<file path="src/hw/rtl/cmsc_pkg.sv">
// ----------------------------------------------------------------------------
// cmsc_pkg
// Shared types, constants and small arithmetic helpers for the cross mean
// smoothing and terrain classification block.
// ----------------------------------------------------------------------------
package cmsc_pkg;

    // default map geometry
    localparam int DEF_MAP_WIDTH  = 10;
    localparam int DEF_MAP_HEIGHT = 10;

    // field widths
    localparam int HEIGHT_W = 4;
    localparam int CLASS_W  = 2;
    localparam int POS_W    = 6;
    localparam int IN_TDATA_W  = 8;
    localparam int OUT_TDATA_W = 24;

    // configuration register indexes
    localparam int CFG_IDX_W = 1;
    localparam logic [CFG_IDX_W-1:0] CFG_WATER_MAX = 1'd0;
    localparam logic [CFG_IDX_W-1:0] CFG_PLAIN_MAX = 1'd1;

    localparam logic [HEIGHT_W-1:0] WATER_MAX_RST = 4'd3;
    localparam logic [HEIGHT_W-1:0] PLAIN_MAX_RST = 4'd6;

    // terrain classes
    localparam logic [CLASS_W-1:0] CLASS_WATER = 2'd0;
    localparam logic [CLASS_W-1:0] CLASS_PLAIN = 2'd1;
    localparam logic [CLASS_W-1:0] CLASS_ROCK  = 2'd2;

    // taps of the cross around a center cell
    localparam logic [2:0] TAP_CENTER = 3'd0;
    localparam logic [2:0] TAP_LEFT   = 3'd1;
    localparam logic [2:0] TAP_RIGHT  = 3'd2;
    localparam logic [2:0] TAP_UP     = 3'd3;
    localparam logic [2:0] TAP_DOWN   = 3'd4;

    typedef enum logic [2:0] {
        ST_IDLE,
        ST_CHECK,
        ST_TAP,
        ST_DRAIN,
        ST_FINISH,
        ST_EMIT
    } cmsc_state_t;

    // what the current tap sweep evaluates
    typedef enum logic [1:0] {
        PH_SELF,    // cross mean of the emitted cell itself
        PH_RAW,     // raw value of a corner
        PH_HELP_V,  // smoothed vertical edge neighbor of a corner
        PH_HELP_H   // smoothed horizontal edge neighbor of a corner
    } cmsc_phase_t;

    typedef struct packed {
        logic [HEIGHT_W-1:0] height;
        logic [POS_W-1:0]    row;
        logic [POS_W-1:0]    col;
        logic                last;
    } cmsc_res_t;

    // floor(x / 5) for x up to 75, by reciprocal multiply
    function automatic logic [HEIGHT_W-1:0] div5(input logic [6:0] x);
        logic [14:0] p;
        p = 15'(x) * 15'd205;
        return p[13:10];
    endfunction

    // floor(x / 3) for x up to 45, by reciprocal multiply
    function automatic logic [HEIGHT_W-1:0] div3(input logic [5:0] x);
        logic [11:0] p;
        p = 12'(x) * 12'd43;
        return p[10:7];
    endfunction

endpackage

</file>
<file path="src/hw/rtl/cross_mean_smooth_classify.sv">
// ----------------------------------------------------------------------------
// cross_mean_smooth_classify
// Raster-order map smoothing with a five-point cross mean and terrain
// classification of each smoothed cell.
// ----------------------------------------------------------------------------
// Cells of a MAP_WIDTH x MAP_HEIGHT map arrive one per transfer on the s_
// channel in raster order. Each cell leaves on the m_ channel, in raster
// order, with its smoothed height, class and position, once every raw cell
// it depends on has arrived; m_tlast marks the final cell of the map, after
// which the next input starts a new map.
// Raw heights sit in one single-port-read memory; a sequencer reads the
// cross taps one per cycle and accumulates them. An input that releases no
// cell goes through the check step alone. Each released edge or interior
// cell runs check, five taps, drain, finish and emit; a corner sweeps
// three times first. s_tready is high only while the sequencer is idle.
// A finished cell waits in an output register; while the receiver stalls,
// the sequencer holds in its emit step. Reset clears the indices, the
// output valid and loads thresholds 3 and 6; the memory is not cleared.
// Thresholds are written through cfg_wr_en/cfg_index/cfg_wdata.
// ----------------------------------------------------------------------------
module cross_mean_smooth_classify #(
    parameter int MAP_WIDTH  = cmsc_pkg::DEF_MAP_WIDTH,
    parameter int MAP_HEIGHT = cmsc_pkg::DEF_MAP_HEIGHT
) (
    input  logic                                aclk,
    input  logic                                aresetn,
    input  logic                                s_tvalid,
    output logic                                s_tready,
    // cell_height[3:0], zeros
    input  logic [cmsc_pkg::IN_TDATA_W-1:0]     s_tdata,
    output logic                                m_tvalid,
    input  logic                                m_tready,
    // smooth_height[3:0], terrain_class[5:4], cell_row[11:6], cell_col[17:12], zeros
    output logic [cmsc_pkg::OUT_TDATA_W-1:0]    m_tdata,
    output logic                                m_tlast,
    input  logic                                cfg_wr_en,
    input  logic [cmsc_pkg::CFG_IDX_W-1:0]      cfg_index,
    input  logic [cmsc_pkg::HEIGHT_W-1:0]       cfg_wdata
);
    import cmsc_pkg::*;

    localparam int CELLS = MAP_WIDTH * MAP_HEIGHT;
    localparam int AW    = $clog2(CELLS);
    localparam int RW    = $clog2(MAP_HEIGHT);
    localparam int CW    = $clog2(MAP_WIDTH);

    localparam logic [AW-1:0] W_A        = AW'(MAP_WIDTH);
    localparam logic [AW-1:0] LAST_A     = AW'(CELLS - 1);
    localparam logic [AW-1:0] NEED_TL    = AW'(2 * MAP_WIDTH);
    localparam logic [AW-1:0] NEED_TR    = AW'(3 * MAP_WIDTH - 1);
    localparam logic [AW-1:0] NEED_BL    = AW'((MAP_HEIGHT - 1) * MAP_WIDTH + 2);
    localparam logic [RW-1:0] ROW_LAST   = RW'(MAP_HEIGHT - 1);
    localparam logic [CW-1:0] COL_LAST   = CW'(MAP_WIDTH - 1);

    cmsc_state_t          state_reg;
    cmsc_state_t          state_next;
    cmsc_phase_t          phase_reg;
    cmsc_phase_t          phase_next;
    logic [2:0]           tap_reg;
    logic [2:0]           tap_next;
    logic                 pend_reg;
    logic [6:0]           acc_reg;
    logic [6:0]           acc_next;
    logic [5:0]           total_reg;
    logic [5:0]           total_next;
    logic [AW-1:0]        in_idx_reg;
    logic [AW-1:0]        cur_reg;
    logic [AW-1:0]        emit_idx_reg;
    logic [RW-1:0]        emit_row_reg;
    logic [CW-1:0]        emit_col_reg;
    logic [HEIGHT_W-1:0]  water_max_reg;
    logic [HEIGHT_W-1:0]  plain_max_reg;

    logic [HEIGHT_W-1:0]  cell_mem [CELLS];
    logic [HEIGHT_W-1:0]  rd_data_reg;

    logic                 in_xfer;
    logic                 mem_we;
    logic                 rd_en;
    logic                 res_load;
    logic                 out_free;

    logic                 top;
    logic                 bot;
    logic                 lft;
    logic                 rgt;
    logic                 corner;
    logic                 emit_last;
    logic [AW-1:0]        need_idx;
    logic                 need_ok;

    logic [RW-1:0]        ev_row;
    logic [CW-1:0]        ev_col;
    logic [AW-1:0]        ev_base;
    logic                 has_l;
    logic                 has_r;
    logic                 has_u;
    logic                 has_d;
    logic                 tap_exists;
    logic [AW-1:0]        tap_addr;
    logic [HEIGHT_W-1:0]  eval_val;
    cmsc_res_t            res;

    // position of the cell to emit
    assign top       = (emit_row_reg == '0);
    assign bot       = (emit_row_reg == ROW_LAST);
    assign lft       = (emit_col_reg == '0);
    assign rgt       = (emit_col_reg == COL_LAST);
    assign corner    = (top || bot) && (lft || rgt);
    assign emit_last = (emit_idx_reg == LAST_A);

    // highest raster index the emitted cell depends on
    always_comb begin
        if (top && lft) begin
            need_idx = NEED_TL;
        end else if (top && rgt) begin
            need_idx = NEED_TR;
        end else if (bot && lft) begin
            need_idx = NEED_BL;
        end else if (bot && rgt) begin
            need_idx = LAST_A;
        end else if (bot) begin
            need_idx = emit_idx_reg + AW'(1);
        end else begin
            need_idx = emit_idx_reg + W_A;
        end
    end

    assign need_ok = (need_idx <= cur_reg);

    // center of the cross being swept
    always_comb begin
        ev_row  = emit_row_reg;
        ev_col  = emit_col_reg;
        ev_base = emit_idx_reg;
        case (phase_reg)
            PH_HELP_V: begin
                ev_row  = top ? RW'(1) : emit_row_reg - RW'(1);
                ev_base = top ? emit_idx_reg + W_A : emit_idx_reg - W_A;
            end
            PH_HELP_H: begin
                ev_col  = lft ? CW'(1) : emit_col_reg - CW'(1);
                ev_base = lft ? emit_idx_reg + AW'(1) : emit_idx_reg - AW'(1);
            end
            default: begin
                ev_row  = emit_row_reg;
                ev_col  = emit_col_reg;
                ev_base = emit_idx_reg;
            end
        endcase
    end

    // a corner's own raw value is read alone
    assign has_l = (ev_col != '0) && (phase_reg != PH_RAW);
    assign has_r = (ev_col != COL_LAST) && (phase_reg != PH_RAW);
    assign has_u = (ev_row != '0) && (phase_reg != PH_RAW);
    assign has_d = (ev_row != ROW_LAST) && (phase_reg != PH_RAW);

    always_comb begin
        case (tap_reg)
            TAP_CENTER: begin
                tap_exists = 1'b1;
                tap_addr   = ev_base;
            end
            TAP_LEFT: begin
                tap_exists = has_l;
                tap_addr   = ev_base - AW'(1);
            end
            TAP_RIGHT: begin
                tap_exists = has_r;
                tap_addr   = ev_base + AW'(1);
            end
            TAP_UP: begin
                tap_exists = has_u;
                tap_addr   = ev_base - W_A;
            end
            TAP_DOWN: begin
                tap_exists = has_d;
                tap_addr   = ev_base + W_A;
            end
            default: begin
                tap_exists = 1'b0;
                tap_addr   = ev_base;
            end
        endcase
    end

    // mean of the finished sweep: raw, sum of four or sum of five
    always_comb begin
        if (phase_reg == PH_RAW) begin
            eval_val = acc_reg[3:0];
        end else if (has_l && has_r && has_u && has_d) begin
            eval_val = div5(acc_reg);
        end else begin
            eval_val = acc_reg[5:2];
        end
    end

    // next state
    always_comb begin
        state_next = state_reg;
        unique case (state_reg)
            ST_IDLE: begin
                if (s_tvalid) begin
                    state_next = ST_CHECK;
                end
            end
            ST_CHECK: begin
                state_next = need_ok ? ST_TAP : ST_IDLE;
            end
            ST_TAP: begin
                if (tap_reg == TAP_DOWN) begin
                    state_next = ST_DRAIN;
                end
            end
            ST_DRAIN: begin
                state_next = ST_FINISH;
            end
            ST_FINISH: begin
                if (phase_reg == PH_SELF || phase_reg == PH_HELP_H) begin
                    state_next = ST_EMIT;
                end else begin
                    state_next = ST_TAP;
                end
            end
            ST_EMIT: begin
                if (out_free) begin
                    state_next = emit_last ? ST_IDLE : ST_CHECK;
                end
            end
            default: begin
                state_next = ST_IDLE;
            end
        endcase
    end

    // state outputs
    always_comb begin
        s_tready = 1'b0;
        rd_en    = 1'b0;
        res_load = 1'b0;
        unique case (state_reg)
            ST_IDLE: begin
                s_tready = 1'b1;
            end
            ST_TAP: begin
                rd_en = tap_exists;
            end
            ST_EMIT: begin
                res_load = out_free;
            end
            default: begin
                s_tready = 1'b0;
            end
        endcase
    end

    assign in_xfer = s_tvalid && s_tready;
    assign mem_we  = in_xfer;

    // sweep datapath
    always_comb begin
        tap_next   = tap_reg;
        phase_next = phase_reg;
        total_next = total_reg;
        acc_next   = pend_reg ? acc_reg + 7'(rd_data_reg) : acc_reg;
        case (state_reg)
            ST_CHECK: begin
                tap_next   = TAP_CENTER;
                phase_next = corner ? PH_RAW : PH_SELF;
                total_next = '0;
                acc_next   = '0;
            end
            ST_TAP: begin
                tap_next = tap_reg + 3'd1;
            end
            ST_FINISH: begin
                tap_next   = TAP_CENTER;
                total_next = total_reg + 6'(eval_val);
                acc_next   = '0;
                if (phase_reg == PH_RAW) begin
                    phase_next = PH_HELP_V;
                end else if (phase_reg == PH_HELP_V) begin
                    phase_next = PH_HELP_H;
                end
            end
            default: begin
                tap_next = tap_reg;
            end
        endcase
    end

    always_ff @(posedge aclk) begin
        if (!aresetn) begin
            state_reg <= ST_IDLE;
            phase_reg <= PH_SELF;
            tap_reg   <= TAP_CENTER;
            pend_reg  <= 1'b0;
        end else begin
            state_reg <= state_next;
            phase_reg <= phase_next;
            tap_reg   <= tap_next;
            pend_reg  <= rd_en;
        end
    end

    always_ff @(posedge aclk) begin
        acc_reg   <= acc_next;
        total_reg <= total_next;
    end

    // raster indices
    always_ff @(posedge aclk) begin
        if (!aresetn) begin
            in_idx_reg   <= '0;
            cur_reg      <= '0;
            emit_idx_reg <= '0;
            emit_row_reg <= '0;
            emit_col_reg <= '0;
        end else begin
            if (in_xfer) begin
                cur_reg    <= in_idx_reg;
                in_idx_reg <= (in_idx_reg == LAST_A) ? '0 : in_idx_reg + AW'(1);
            end
            if (res_load) begin
                if (emit_last) begin
                    emit_idx_reg <= '0;
                    emit_row_reg <= '0;
                    emit_col_reg <= '0;
                end else begin
                    emit_idx_reg <= emit_idx_reg + AW'(1);
                    if (rgt) begin
                        emit_col_reg <= '0;
                        emit_row_reg <= emit_row_reg + RW'(1);
                    end else begin
                        emit_col_reg <= emit_col_reg + CW'(1);
                    end
                end
            end
        end
    end

    // threshold registers
    always_ff @(posedge aclk) begin
        if (!aresetn) begin
            water_max_reg <= WATER_MAX_RST;
            plain_max_reg <= PLAIN_MAX_RST;
        end else if (cfg_wr_en) begin
            unique case (cfg_index)
                CFG_WATER_MAX: water_max_reg <= cfg_wdata;
                CFG_PLAIN_MAX: plain_max_reg <= cfg_wdata;
                default: begin
                    water_max_reg <= water_max_reg;
                end
            endcase
        end
    end

    // raw height store
    always_ff @(posedge aclk) begin
        if (mem_we) begin
            cell_mem[in_idx_reg] <= s_tdata[HEIGHT_W-1:0];
        end
    end

    always_ff @(posedge aclk) begin
        if (rd_en) begin
            rd_data_reg <= cell_mem[tap_addr];
        end
    end

    always_comb begin
        res.height = corner ? div3(total_reg) : total_reg[3:0];
        res.row    = POS_W'(emit_row_reg);
        res.col    = POS_W'(emit_col_reg);
        res.last   = emit_last;
    end

    cmsc_out_stage u_out_stage (
        .aclk      (aclk),
        .aresetn   (aresetn),
        .load      (res_load),
        .res       (res),
        .water_max (water_max_reg),
        .plain_max (plain_max_reg),
        .free      (out_free),
        .m_tvalid  (m_tvalid),
        .m_tready  (m_tready),
        .m_tdata   (m_tdata),
        .m_tlast   (m_tlast)
    );

endmodule

</file>
<file path="src/hw/rtl/cmsc_out_stage.sv">
// ----------------------------------------------------------------------------
// cmsc_out_stage
// Output register of the result stream: classifies a finished cell against
// the water and plain thresholds and holds it until the receiver takes it.
// ----------------------------------------------------------------------------
module cmsc_out_stage (
    input  logic                                aclk,
    input  logic                                aresetn,
    input  logic                                load,
    input  cmsc_pkg::cmsc_res_t                 res,
    input  logic [cmsc_pkg::HEIGHT_W-1:0]       water_max,
    input  logic [cmsc_pkg::HEIGHT_W-1:0]       plain_max,
    output logic                                free,
    output logic                                m_tvalid,
    input  logic                                m_tready,
    // smooth_height[3:0], terrain_class[5:4], cell_row[11:6], cell_col[17:12], zeros
    output logic [cmsc_pkg::OUT_TDATA_W-1:0]    m_tdata,
    output logic                                m_tlast
);
    import cmsc_pkg::*;

    logic                 valid_reg;
    logic                 valid_next;
    cmsc_res_t            res_reg;
    logic [CLASS_W-1:0]   class_reg;
    logic [CLASS_W-1:0]   class_next;

    assign free = !valid_reg || m_tready;

    always_comb begin
        // water test first, so crossed thresholds never give plain
        if (res.height <= water_max) begin
            class_next = CLASS_WATER;
        end else if (res.height <= plain_max) begin
            class_next = CLASS_PLAIN;
        end else begin
            class_next = CLASS_ROCK;
        end
    end

    always_comb begin
        valid_next = valid_reg;
        if (load) begin
            valid_next = 1'b1;
        end else if (m_tready) begin
            valid_next = 1'b0;
        end
    end

    always_ff @(posedge aclk) begin
        if (!aresetn) begin
            valid_reg <= 1'b0;
        end else begin
            valid_reg <= valid_next;
        end
    end

    always_ff @(posedge aclk) begin
        if (load) begin
            res_reg   <= res;
            class_reg <= class_next;
        end
    end

    assign m_tvalid = valid_reg;
    assign m_tlast  = res_reg.last;
    assign m_tdata  = {(OUT_TDATA_W - HEIGHT_W - CLASS_W - 2 * POS_W)'(0),
                       res_reg.col, res_reg.row, class_reg, res_reg.height};

endmodule

</file>
<file path="config.mk">
export PLATFORM = sky130hd
export DESIGN_NAME = cross_mean_smooth_classify
export DESIGN_NICKNAME = d
export VERILOG_FILES = /design/src/hw/rtl/cmsc_pkg.sv /design/src/hw/rtl/cross_mean_smooth_classify.sv /design/src/hw/rtl/cmsc_out_stage.sv
export SDC_FILE = /design/constraint.sdc
export NUM_CORES = 1
export LEC_CHECK = 0
export BUFFER_PORTS_ARGS = -buffer_cell sky130_fd_sc_hd__buf_4
export CORE_MARGIN = 2
export CORE_UTILIZATION = 30
export CTS_CLUSTER_SIZE = 30
export DETAILED_ROUTE_END_ITERATION = 10
export HOLD_SLACK_MARGIN = 0.06
export MAX_ROUTING_LAYER = met4
export PLACE_DENSITY = 0.54
export SETUP_SLACK_MARGIN = 0.05
export SLEW_MARGIN = 40
export SYNTH_ARGS = -nofsm -noshare
export SYNTH_HDL_FRONTEND = slang
export SYNTH_HIERARCHICAL = 1
export SYNTH_SLANG_ARGS = --single-unit
</file>
<file path="constraint.sdc">
create_clock -name aclk -period 5.6 [get_ports aclk]
set_clock_uncertainty 0.15 [all_clocks]
set_input_delay 0 -clock aclk [delete_from_list [all_inputs] [get_ports aclk]]
set_output_delay 0 -clock aclk [all_outputs]
set_load 0.005 [all_outputs]
</file>
==> results of run 1 <==
[stage by stage]
stage	cells	hold slack [ps]	setup WS [ps]	cell area (µm²)	power (W)
after detailed placement	3055	82.37	374.1	25460	0.004578
final	3177	116.8	412.3	27530	0.008077
after CTS	3177	80.32	376.5	27520	0.008152
after global placement	3055	86.28	334.0	25430	0.004556
after floorplan	2046	-51.13	706.0	23960	0.004376
after global routing	3177	114.1	52.23	27530	0.008362
[layer usage]
metal | vias to the layer above | part of all wire (%)
li1 | 7636 | -
met1 | 8031 | 45
met2 | 446 | 47
met3 | 97 | 5.2
met4 | 0 | 2.5
met5 | - | 0
[layout make-up]
class / instances / area [µm²] / area share [%]
multi-input cells: 1346 / 9124 / 33.15
inverters: 88 / 330.3 / 1.200
repair buffers: 116 / 1020 / 3.705
clock buffers: 58 / 1324 / 4.809
clock inverters: 36 / 450.4 / 1.636
well taps: 1050 / 1314 / 4.773
flip-flops and latches: 483 / 13960 / 50.73
[worst min-delay path, stage by stage]
cell and delay [ps]:
dlygate4sd3_1 540, buf_4 140, nand3_1 70, a21boi_0 70
[worst paths after layout]
path / from / end / slack [ps] / cells past startpoint
setup / recovery: emit_row_reg[0]$_SDFFE_PN0P_ / rd_data_reg[3]$_DFFE_PP_ / 410 / 16
setup reg to reg: emit_row_reg[0]$_SDFFE_PN0P_ / rd_data_reg[3]$_DFFE_PP_ / 410 / 16
hold reg to reg: cur_reg[3]$_SDFFE_PN0P_ / cur_reg[3]$_SDFFE_PN0P_ / 320 / 2
hold / removal: cfg_wdata[0] / plain_max_reg[0]$_SDFFE_PN0P_ / 120 / 4
[what timing repair did]
| item | in CTS | in global routing |
|---|---|---|
| endpoints found under the setup margin | 0 | 3 |
| hold buffers | 28 | 0 |
| hold endpoints to repair | 196 | 0 |
| setup buffers | 0 | 0 |
| gates resized for setup | 0 | 1 |
[Yosys cell counts, drive strengths merged, types with 8 or more instances]
library cell / n / share of area, %
fa: 16 / 1.3
nand3: 44 / 0.92
dfxtp: 54 / 4.5
a31o: 10 / 0.37
nand2: 282 / 4.4
o211ai: 8 / 0.25
and3: 9 / 0.24
a21boi: 14 / 0.44
mux2: 19 / 0.91
xor2: 13 / 0.48
buf: 54 / 1.4
nor2: 168 / 2.7
a31oi: 25 / 0.65
mux2i: 91 / 3.8
a311oi: 8 / 0.29
and2: 17 / 0.44
edfxtp: 429 / 54
clkbuf: 75 / 1.2
o21a: 11 / 0.35
o22ai: 9 / 0.24
nor2b: 31 / 0.81
xnor2: 24 / 0.88
o21ai: 66 / 1.4
nor3: 24 / 0.54
a21o: 10 / 0.31
a32oi: 77 / 2.8
a211oi: 8 / 0.30
ha: 106 / 5.5
inv: 86 / 1.3
a22oi: 17 / 0.53
a21oi: 130 / 2.7
nand2b: 8 / 0.21
[power groups by stage]
stage               combinational, W  sequential [W]  clock, W
finish                      0.000554         0.00396   0.00356
global route                0.000624         0.00396   0.00378
CTS                         0.000559         0.00396   0.00363
detailed placement          0.000540         0.00404         0
global placement            0.000520         0.00404         0
floorplan                   0.000345         0.00403         0
[kinds of logic after synthesis]
logic type,Yosys count,synth area share [%]
buffers and inverters,217,3.953
xor gates and xnor gates,37,1.354
DFF,483,58.36
other,2,0.03139
and+or+nand+nor,621,11.52
adders and majority gates,122,6.881
AOI/OAI and AO/OA,440,12.59
muxes,116,5.313
==> results.cfg, run 1 <==
[route]
drt_wl_total_um = 60160
vias = 16210
drtIter0Drc = 1327
antenna_left = 0
routedWlPerCell_um = 18.93
firstDrtPassIters = 6
drc = 0
via_per_inst = 5.102

[finish]
utilization_pct = 34.84
drive_gt1_share_pct = 10.81
area_delta_synth_final_pct = 15.04
num-fill-cells = 7747
nets = 2226
num_antenna_cells = 0
largest_register_ffs = 400
final_common_cell = edfxtp_1
mostFrequentLayoutCells = 429 x edfxtp_1, 275 x nand2_1, 163 x nor2_1
regMostFlops = cell_mem

[global_routing]
grt_use_met2_pct = 23.90
antenna_found_initial = 0
grtUsageMet3_pct = 1.963
met1_usage_pct = 20.02
overflow = 0
grt_pass1_wl_um = 94020
grt_max_degree = 87
grt_pass1_vias = 16150
busiest_layer = met2
track_usage_pct = 15.05

[setup_path]
arrival_ps = 5390
critPathMaxFanout = 10
crit_slowest_cell = or3b_1
cp_num_buf_inv = 1
critPathKind = flop to flop
start_kind = flop
worstPathRequired_ps = 5800
cpMostUsedCell = ha_1
worst_setup_path_end_kind = flop
cpPeakStageDelay_ps = 590
critPathTopFamily = compound AO/OA/AOI/OAI gates
crit_chain = inv_1 > ha_1 > or3b_1 > a211oi_4 > o211ai_1 > o31a_1 > ha_1 > nor2b_1 > o21a_1 > o21ai_0 > or3b_2 > o221ai_2 > mux4_2 > a22oi_1 > a31oi_1 > a31o_1

[clocking]
clock_latency_ps = 600
clockRootBuffer = clkbuf_16
clock-sinks = 483
clk_pin_slew_ps = 70
htree_levels = 2
cts_tree = yes
cts_inserted_buffers = 51
clockBufferDepth = 3

[power_and_ir_drop]
p_int_w = 0.006273
p_seq_share_pct = 49.0
ir_worst_vdd_uv = 252.9
switchingPower_w = 0.001804
pwr-share-comb_pct = 6.9
p_leak_nw = 9.947
p_clk_share_pct = 44.1
switching_share_pct = 22.34
powerDensity_nw_per_um2 = 293.4

[timing]
setup_viol = 0
setup_tns_ps = 0
rsz0062_at_grt = false
slew_headroom_pct = 45.39
fin_crit_ps = 5188
period_share_pct = 92.64
hold_viol = 0
worstMarginPinSlew_ps = 816.0
maxSlewViolCount = 0
timing.fmax_ghz = 0.1928

[floorplan]
die-height_um = 286.4
start_util_pct = 30.29
ios = 45
die_area_um2 = 82030
std_cell_rows = 103
core-area_um2 = 79000
die_w_um = 286.4

[yosys]
postSynth.asyncResetShare_pct = 0
ys_seq_elements = 483
syn_avg_cell_area_um2 = 11.74
synth_edf_count = 429
ys_warn_count = 6
synthFlopType = edfxtp_1
syn_inst = 2038
yosysSeqAreaShare_pct = 58.36
netlist_area_um2 = 23930
synth_cell_types = 87

[hold_path]
worstHoldPathType = primary input to flop

[placed_design]
place.gp.congestion = 0.8669
hpwlAfterDp_um = 38810
io_buffers = 34

[status]
status = completed

[job]
max_cap_viol_count = 0
Note: power is estimated with default switching activity, not from simulation.
==> run 2: changes to the inputs <==
Settings changed: CELL_PAD_IN_SITES_DETAIL_PLACEMENT set to 0, CELL_PAD_IN_SITES_GLOBAL_PLACEMENT set to 2, CORE_ASPECT_RATIO set to 0.6, PLACE_DENSITY 0.54 to 0.68.
==> run 2 against run 1 <==
- critical path depth stayed put
- worst hold slack better by 4.1 ps
- non-clock buffer count is 15 higher
- cell area is 0.20% higher
- register-to-register slack worse by 50 ps
- global-route usage is 1.6 points higher
- cell count is 0.82% higher
- highest routed layer unchanged
==> results.cfg, run 2 (same netlist as run 1, synthesis figures left out) <==
[clocking]
clock_latency_ps = 620
clock-sinks = 483
cts_inserted_buffers = 48
cts_tree = yes
clk_pin_slew_ps = 70
clockRootBuffer = clkbuf_16
htree_levels = 2
clockBufferDepth = 3

[hold_path]
worstHoldStart = cfg_wdata[3]
min_path_cells = 4
hold_end = water_max_reg[3]$_SDFFE_PN0P_
worstHoldPathType = primary input to flop

[status]
status = completed

[setup_path]
worstPathRequired_ps = 5820
worst_r2r_endpoint = rd_data_reg[0]$_DFFE_PP_
critPathKind = flop to flop
worst_setup_path_end_kind = flop
worstReg2RegStart = emit_idx_reg[2]$_SDFFE_PN0P_
critPathMaxFanout = 14
ff2ff_path_depth = 16
r2r_slack_ps = 360
arrival_ps = 5460
start_kind = flop

[global_routing]
overflow = 0
grt_use_met2_pct = 21.68
grt_pass1_vias = 16150
antenna_found_initial = 2
grtUsageMet3_pct = 3.507
busiest_layer = met1
grt_pass1_wl_um = 101600
met1_usage_pct = 25.87
track_usage_pct = 16.64
grt_max_degree = 76

[route]
vias = 16320
antenna_left = 0
routedWlPerCell_um = 20.71
drtIter0Drc = 1388
via_per_inst = 5.096
firstDrtPassIters = 6
drt_wl_total_um = 66320
drc = 0

[finish]
fin_area_um2 = 27580
drive_gt1_share_pct = 11.38
num-fill-cells = 7735
largest_register_ffs = 400
nets = 2238
regMostFlops = cell_mem
area_delta_synth_final_pct = 15.26
mostFrequentLayoutCells = 429 x edfxtp_1, 277 x nand2_1, 163 x nor2_1
final_common_cell = edfxtp_1

[timing]
rsz0062_at_grt = false
timing.fmax_ghz = 0.1910
maxSlewViolCount = 0
slew_headroom_pct = 47.95
hold_viol = 0
final.setup.worst_slack_ps = 364.0
worstMarginPinSlew_ps = 772.6
period_share_pct = 93.50
setup_viol = 0
fin_crit_ps = 5236
setup_tns_ps = 0

[job]
max_cap_viol_count = 0

[floorplan]
start_util_pct = 30.22
core-area_um2 = 79180
die-height_um = 222.8
ios = 45
die_w_um = 368.6
std_cell_rows = 80
die_area_um2 = 82110

[placed_design]
hpwlAfterDp_um = 44560
dpl-instance-area_um2 = 25630
io_buffers = 34
place.gp.congestion = 0.8319
post-place-ws_ps = 221.4

[power_and_ir_drop]
powerDensity_nw_per_um2 = 290.6
p_leak_nw = 10.02
finalPower_w = 0.008016
ir_worst_vdd_uv = 175.3
## run 2: changes by cell type in the layout (fill, tap and decap cells not counted), sizes merged
cell and change:
clkinv +2, clkinvlp -4, dlygate4sd3 -2, diode +1, buf +17, clkbuf -4
## run 2: worst max-delay path, cell delays in order, from the launching register on
cell,delay [ps]
dfxtp_1,500
inv_1,180
ha_1,420
nand2b_1,130
mux2i_1,80
a211oi_1,310
nand2_1,180
inv_1,110
fa_1,460
o22ai_4,390
nand2b_2,490
buf_4,290
a32oi_1,100
mux4_2,580
a22oi_1,230
a31oi_1,150
a31o_1,220
## run 2: power by group
part | leakage [nW] | total, W | internal [W] | switching [W]
Combinational | 4.90 | 0.000589 | 0.000221 | 0.000367
Sequential | 4.30 | 0.00396 | 0.00394 | 0.0000186
Clock | 0.821 | 0.00347 | 0.00202 | 0.00144
Total | 10.0 | 0.00802 | 0.00618 | 0.00183
## run 2: stage by stage
stage / utilization, % / hold slack (ps) / instances
after floorplan: - / -51.13 / 2046
after detailed placement: 32.37 / 84.34 / 3086
after global placement: 32.27 / 86.87 / 3084
final: 34.83 / 120.8 / 3203
after CTS: 34.80 / 64.26 / 3200
after global routing: 34.83 / 123.4 / 3203
## run 2: worst max-delay path by stage
stage	start	endpoint	slack [ps]	cells after the start
global placement	acc_reg[4]$_SDFFE_PP0P_	total_reg[5]$_SDFFCE_PN0P_	280	22
finish	emit_idx_reg[2]$_SDFFE_PN0P_	rd_data_reg[0]$_DFFE_PP_	360	16
floorplan	acc_reg[4]$_SDFFE_PP0P_	total_reg[5]$_SDFFCE_PN0P_	710	22
global route	acc_reg[4]$_SDFFE_PP0P_	total_reg[5]$_SDFFCE_PN0P_	70	22
detailed placement	emit_row_reg[1]$_SDFFE_PN0P_	rd_data_reg[0]$_DFFE_PP_	220	16
CTS	emit_row_reg[1]$_SDFFE_PN0P_	rd_data_reg[0]$_DFFE_PP_	190	16
## run 2: metal layers
metal / wire length [µm] / up-vias
li1: - / 7659
met1: 34560 / 8133
met5: 0 / -
met3: 4605 / 78
met2: 26190 / 453
met4: 972 / 0
## run 2: area by class of cell
class	count	area (µm²)	share of cell area, %
Antenna cell	1	2.502	0.009073
Clock buffer	54	1245	4.514
Inverter	88	330.3	1.198
Clock inverter	34	415.4	1.506
Multi-Input combinational cell	1346	9125	33.09
Tap cell	1066	1334	4.836
Timing Repair Buffer	131	1164	4.219
Sequential cell	483	13960	50.63
## run 2: timing repair
action / in CTS / in global routing
resized for setup: 0 / 4
setup endpoints to repair: 0 / 6
hold buffers: 26 / 0
setup buffers: 0 / 2
endpoints found under the hold margin: 232 / 0
